## src/pfcrc_ram.sv

```systemverilog
module pfcrc_ram #(
    parameter int WIDTH = 8,
    parameter int DEPTH = 256
) (
    input  logic                     aclk,
    input  logic                     we,
    input  logic [$clog2(DEPTH)-1:0] waddr,
    input  logic [WIDTH-1:0]         wdata,
    input  logic [$clog2(DEPTH)-1:0] raddr,
    output logic [WIDTH-1:0]         rdata
);
    logic [WIDTH-1:0] mem [DEPTH];

    always_ff @(posedge aclk) begin
        if (we) begin
            mem[waddr] <= wdata;
        end
        rdata <= mem[raddr];
    end
endmodule

```

## config.mk

```make
export PLATFORM = sky130hd
export DESIGN_NAME = pfcrc_ram
export DESIGN_NICKNAME = d
export VERILOG_FILES = /design/src/pfcrc_ram.sv
export SDC_FILE = /design/constraint.sdc
export NUM_CORES = 2
export LEC_CHECK = 0
export ABC_AREA = 1
export BUFFER_PORTS_ARGS = -buffer_cell sky130_fd_sc_hd__buf_2
export CAP_MARGIN = 20
export CORE_MARGIN = 2
export CORE_UTILIZATION = 65
export CTS_BUF_LIST = sky130_fd_sc_hd__clkbuf_4
export DETAILED_ROUTE_END_ITERATION = 7
export PLACE_DENSITY_LB_ADDON = 0.05
export SETUP_SLACK_MARGIN = 0.5
export SKIP_CTS_REPAIR_TIMING = 1
export SLEW_MARGIN = 40
export SYNTH_ARGS = -nofsm -noshare
export SYNTH_HDL_FRONTEND = slang
export SYNTH_SLANG_ARGS = --single-unit
export TNS_END_PERCENT = 20
```

## constraint.sdc

```tcl
create_clock -name aclk -period 2.2 [get_ports aclk]
set_input_delay 0.11 -clock aclk [delete_from_list [all_inputs] [get_ports aclk]]
set_output_delay 0.11 -clock aclk [all_outputs]
set_load 0.1 [all_outputs]
```

==> PnR_summary.wiki <==
{| class="wikitable"
! Metric !! Value
|-
| Height of the die || roughly 360 µm
|-
| Critical Path RT || around 3.2 ns
|-
| Vias post-DR || slightly below 60000
|-
| Worst path max stage delay || between 0.8 and 0.9 ns
|-
| HPWL after detailed placement || between 100000 and 150000 µm
|-
| RSZ-0062 raised after global routing || yes
|-
| Clock root buffer || clkbuf_4
|-
| Vias in the first global route || approximately 57000
|-
| Share of the clock period used by the worst path after layout || 0.9959
|-
| Area of the core region || approximately 130000 µm²
|-
| Cell breakdown of the critical path || dlygate4sd3_1 -> buf_2 -> nor2_1 -> buf_4 -> dlygate4sd3_1 -> nand2_1 -> nor2_1 -> dlygate4sd3_1 -> buf_4
|-
| Total Nets Final || 7755
|-
| First-iteration detailed-routing DRC count || around 7400
|-
| Register area || just over 60000 µm²
|-
| Total power draw || between 70000 and 80000 µW
|-
| H-Tree Depth || 6
|-
| Ys Warns || 0
|-
| Min Clock Period, post-route || about 2.2 ns
|-
| Number of synthesized register bits || approximately 2100
|-
| Worst setup path category || input pin to flop
|-
| Peak Freq || 456.4 MHz
|-
| Violated checks || hold timing
|-
| Clk_lat worst skew || ~1.3 ns
|-
| Post-Synthesis Mean Instance Area || 11.91 µm²
|-
| Bufs and invs on worst path || 6
|-
| Number of distinct library cell variants in the gate-level netlist after synthesis || 14
|-
| Total grt overflow || 0
|-
| Worst-path clk slew || around 0.07 ns
|-
| Run status || finished, violations left
|-
| Power density cells || around 800 nW/µm²
|-
| Post-synth top area cell || edfxtp_1
|-
| Remaining routing DRC violations || 0
|-
| VDD IR-drop max || between 0.0006 and 0.0007 V
|-
| Inserted Clock Buffers || about 530
|-
| Remaining antenna violation count after routing || 0
|-
| Synth top area share || 0.7374
|-
| Kind of start point of the critical path || input pin
|-
| Cell with the biggest individual delay on the critical path || dlygate4sd3_1
|-
| Family with the most delay on the worst path || buffers and inverters
|-
| Cell count after synthesis || 7003
|-
| Top post-synthesis cells by area || edfxtp_1 (74%), nand3_1 (12%), nand2_1 (9.6%)
|-
| Count of endpoints failing setup in the final report || 0
|-
| Maximum number of pins on one net before global-route repair || between 90 and 100
|-
| Share of cells above drive strength 1 || 0.1769
|-
| Max-slew violation count || 0
|-
| WL per Instance || 23.94 µm
|-
| Worst-Margin Slew || a little over 1 ns
|-
| Largest fanout on the critical path || 7
|-
| Count of clock tree sinks || ~2100
|-
| Global placer's final weighted congestion || ~0.94
|-
| Routed wire length || ~230000 µm
|-
| Mapped Area || 83400 µm²
|-
| Total area of multi-input combinational cells || between 15000 and 20000 µm²
|-
| Number of I/O pins || 34
|-
| Number of max-capacitance violations reported || 0
|-
| Wire length of the first global-routing pass || approximately 340000 µm
|-
| Tot GR Track Use || 0.3518
|-
| Number of buffers between clock root and the deepest sink || 4
|-
| Layout overhead on the synthesized area || 15.20%
|-
| P_leak || between 0.03 and 0.04 µW
|-
| Number of rows created at floorplan || 131
|-
| Number of antenna violations at the first check in global routing || 12
|-
| Crit path DAT || ~3.2 ns
|-
| Final TNS setup || 0 ns
|-
| Worst-case clock skew || around 0.054 ns
|-
| CTS tree || yes
|-
| Cell seen most often among critical-path stages || dlygate4sd3_1
|-
| Net count after synthesis || roughly 7000
|-
| Pre-antenna DRT Iters || 6
|-
| I/O Buffers || 33
|-
| Portion of the post-synthesis area used by sequential elements || 0.7394
|-
| Die area || approximately 130000 µm²
|-
| Number of filler cells placed in the layout || between 8000 and 9000
|-
| Starting Density || 0.6540
|-
| Class of the tightest hold or removal check || input pin to flop
|-
| Drt via density || just over 6
|-
| Max-slew headroom at the worst pin || 0.3052
|-
| Die Wd || about 360 µm
|-
| Crit path capture type || flop
|-
| Fin. Hold Viols || 1
|-
| Hold WS || -0.04777 ns
|}
[path summary, 6_finish.rpt]
check                           depth (start not counted)   endpoint         from  slack, ns
worst max register to register                         10   rdata[4]   mem[47][4]       0.33
worst min register to register                         10   rdata[4]  mem[208][4]       1.03
worst max-delay path                                    9  mem[9][0]     waddr[5]      0.009
worst min-delay path                                   12   rdata[1]     raddr[0]      -0.05
[layout make-up]
type | instances | share of cell area
Multi-Input combinational cell | 4425 | 0.1992
Antenna cell | 14 | 0.0003646
Clock inverter | 81 | 0.003659
Clock buffer | 758 | 0.05923
Timing Repair Buffer | 673 | 0.07199
Inverter | 39 | 0.001875
Sequential cell | 2056 | 0.6420
Tap cell | 1662 | 0.02164
[registers in the layout, summed over array words and instances, names as in the netlist]
name   flops
rdata      8
mem     2048
[power breakdown]
part,switching (µW),total [µW],internal [µW]
clock network,14400,30200,15800
logic,4050,5750,1690
registers,102,43300,43200
total,18600,79200,60600
[worst register-to-register path: stages (launching register included)]
cell and delay (ns):
edfxtp_1 0.36, nand2_1 0.07, nand3_1 0.08, nand3_1 0.13, nand3_1 0.16, nand3_1 0.14
nand3_1 0.25, nand3_1 0.17, nand2_1 0.07, nand2_1 0.24, nand2_1 0.07
[logic make-up after synthesis]
kind of cell | share of synthesized area
AND/OR/NAND/NOR | 0.2295
flip-flops | 0.7394
buffers and inverters | 0.03119
[layout by cell type, fill, tap and decap left out, drive strengths merged]
cell | netlist | layout
buf | 371 | 631
dfxtp | 8 | 8
nand3 | 2019 | 2019
nor2 | 283 | 283
inv | 39 | 45
clkinvlp | 0 | 2
edfxtp | 2048 | 2048
clkinv | 0 | 72
diode | 0 | 14
bufinv | 0 | 1
clkbuf | 112 | 758
dlygate4sd3 | 0 | 42
nand2 | 2123 | 2123
[stage by stage]
stage	setup WS [ns]	cells	area (µm²)	hold slack [ns]	util
after floorplan	0.5985	7003	83400	0.2089	-
after global placement	-0.1119	8807	89300	0.4496	0.7002
after detailed placement	-0.1074	8807	89300	0.4567	0.7002
after CTS	-0.3724	9646	95340	-0.9467	0.7476
after global routing	0.06759	9700	96060	-0.01244	0.7533
final	0.009120	9708	96080	-0.04777	0.7534
[cell usage after synthesis, drive strengths merged]
| master | count |
|---|---|
| clkbuf | 112 |
| buf | 371 |
| nor2 | 283 |
| dfxtp | 8 |
| inv | 39 |
| edfxtp | 2048 |
| nand3 | 2019 |
| nand2 | 2123 |
[per-layer routing]
layer,up-vias,track usage,share of wire
li1,26640,-,-
met1,28260,0.4736,0.37
met2,3551,0.5416,0.47
met3,597,0.08953,0.11
met4,8,0.1718,0.047
met5,-,0,0.00021
Note: power is estimated with default switching activity, not from simulation.
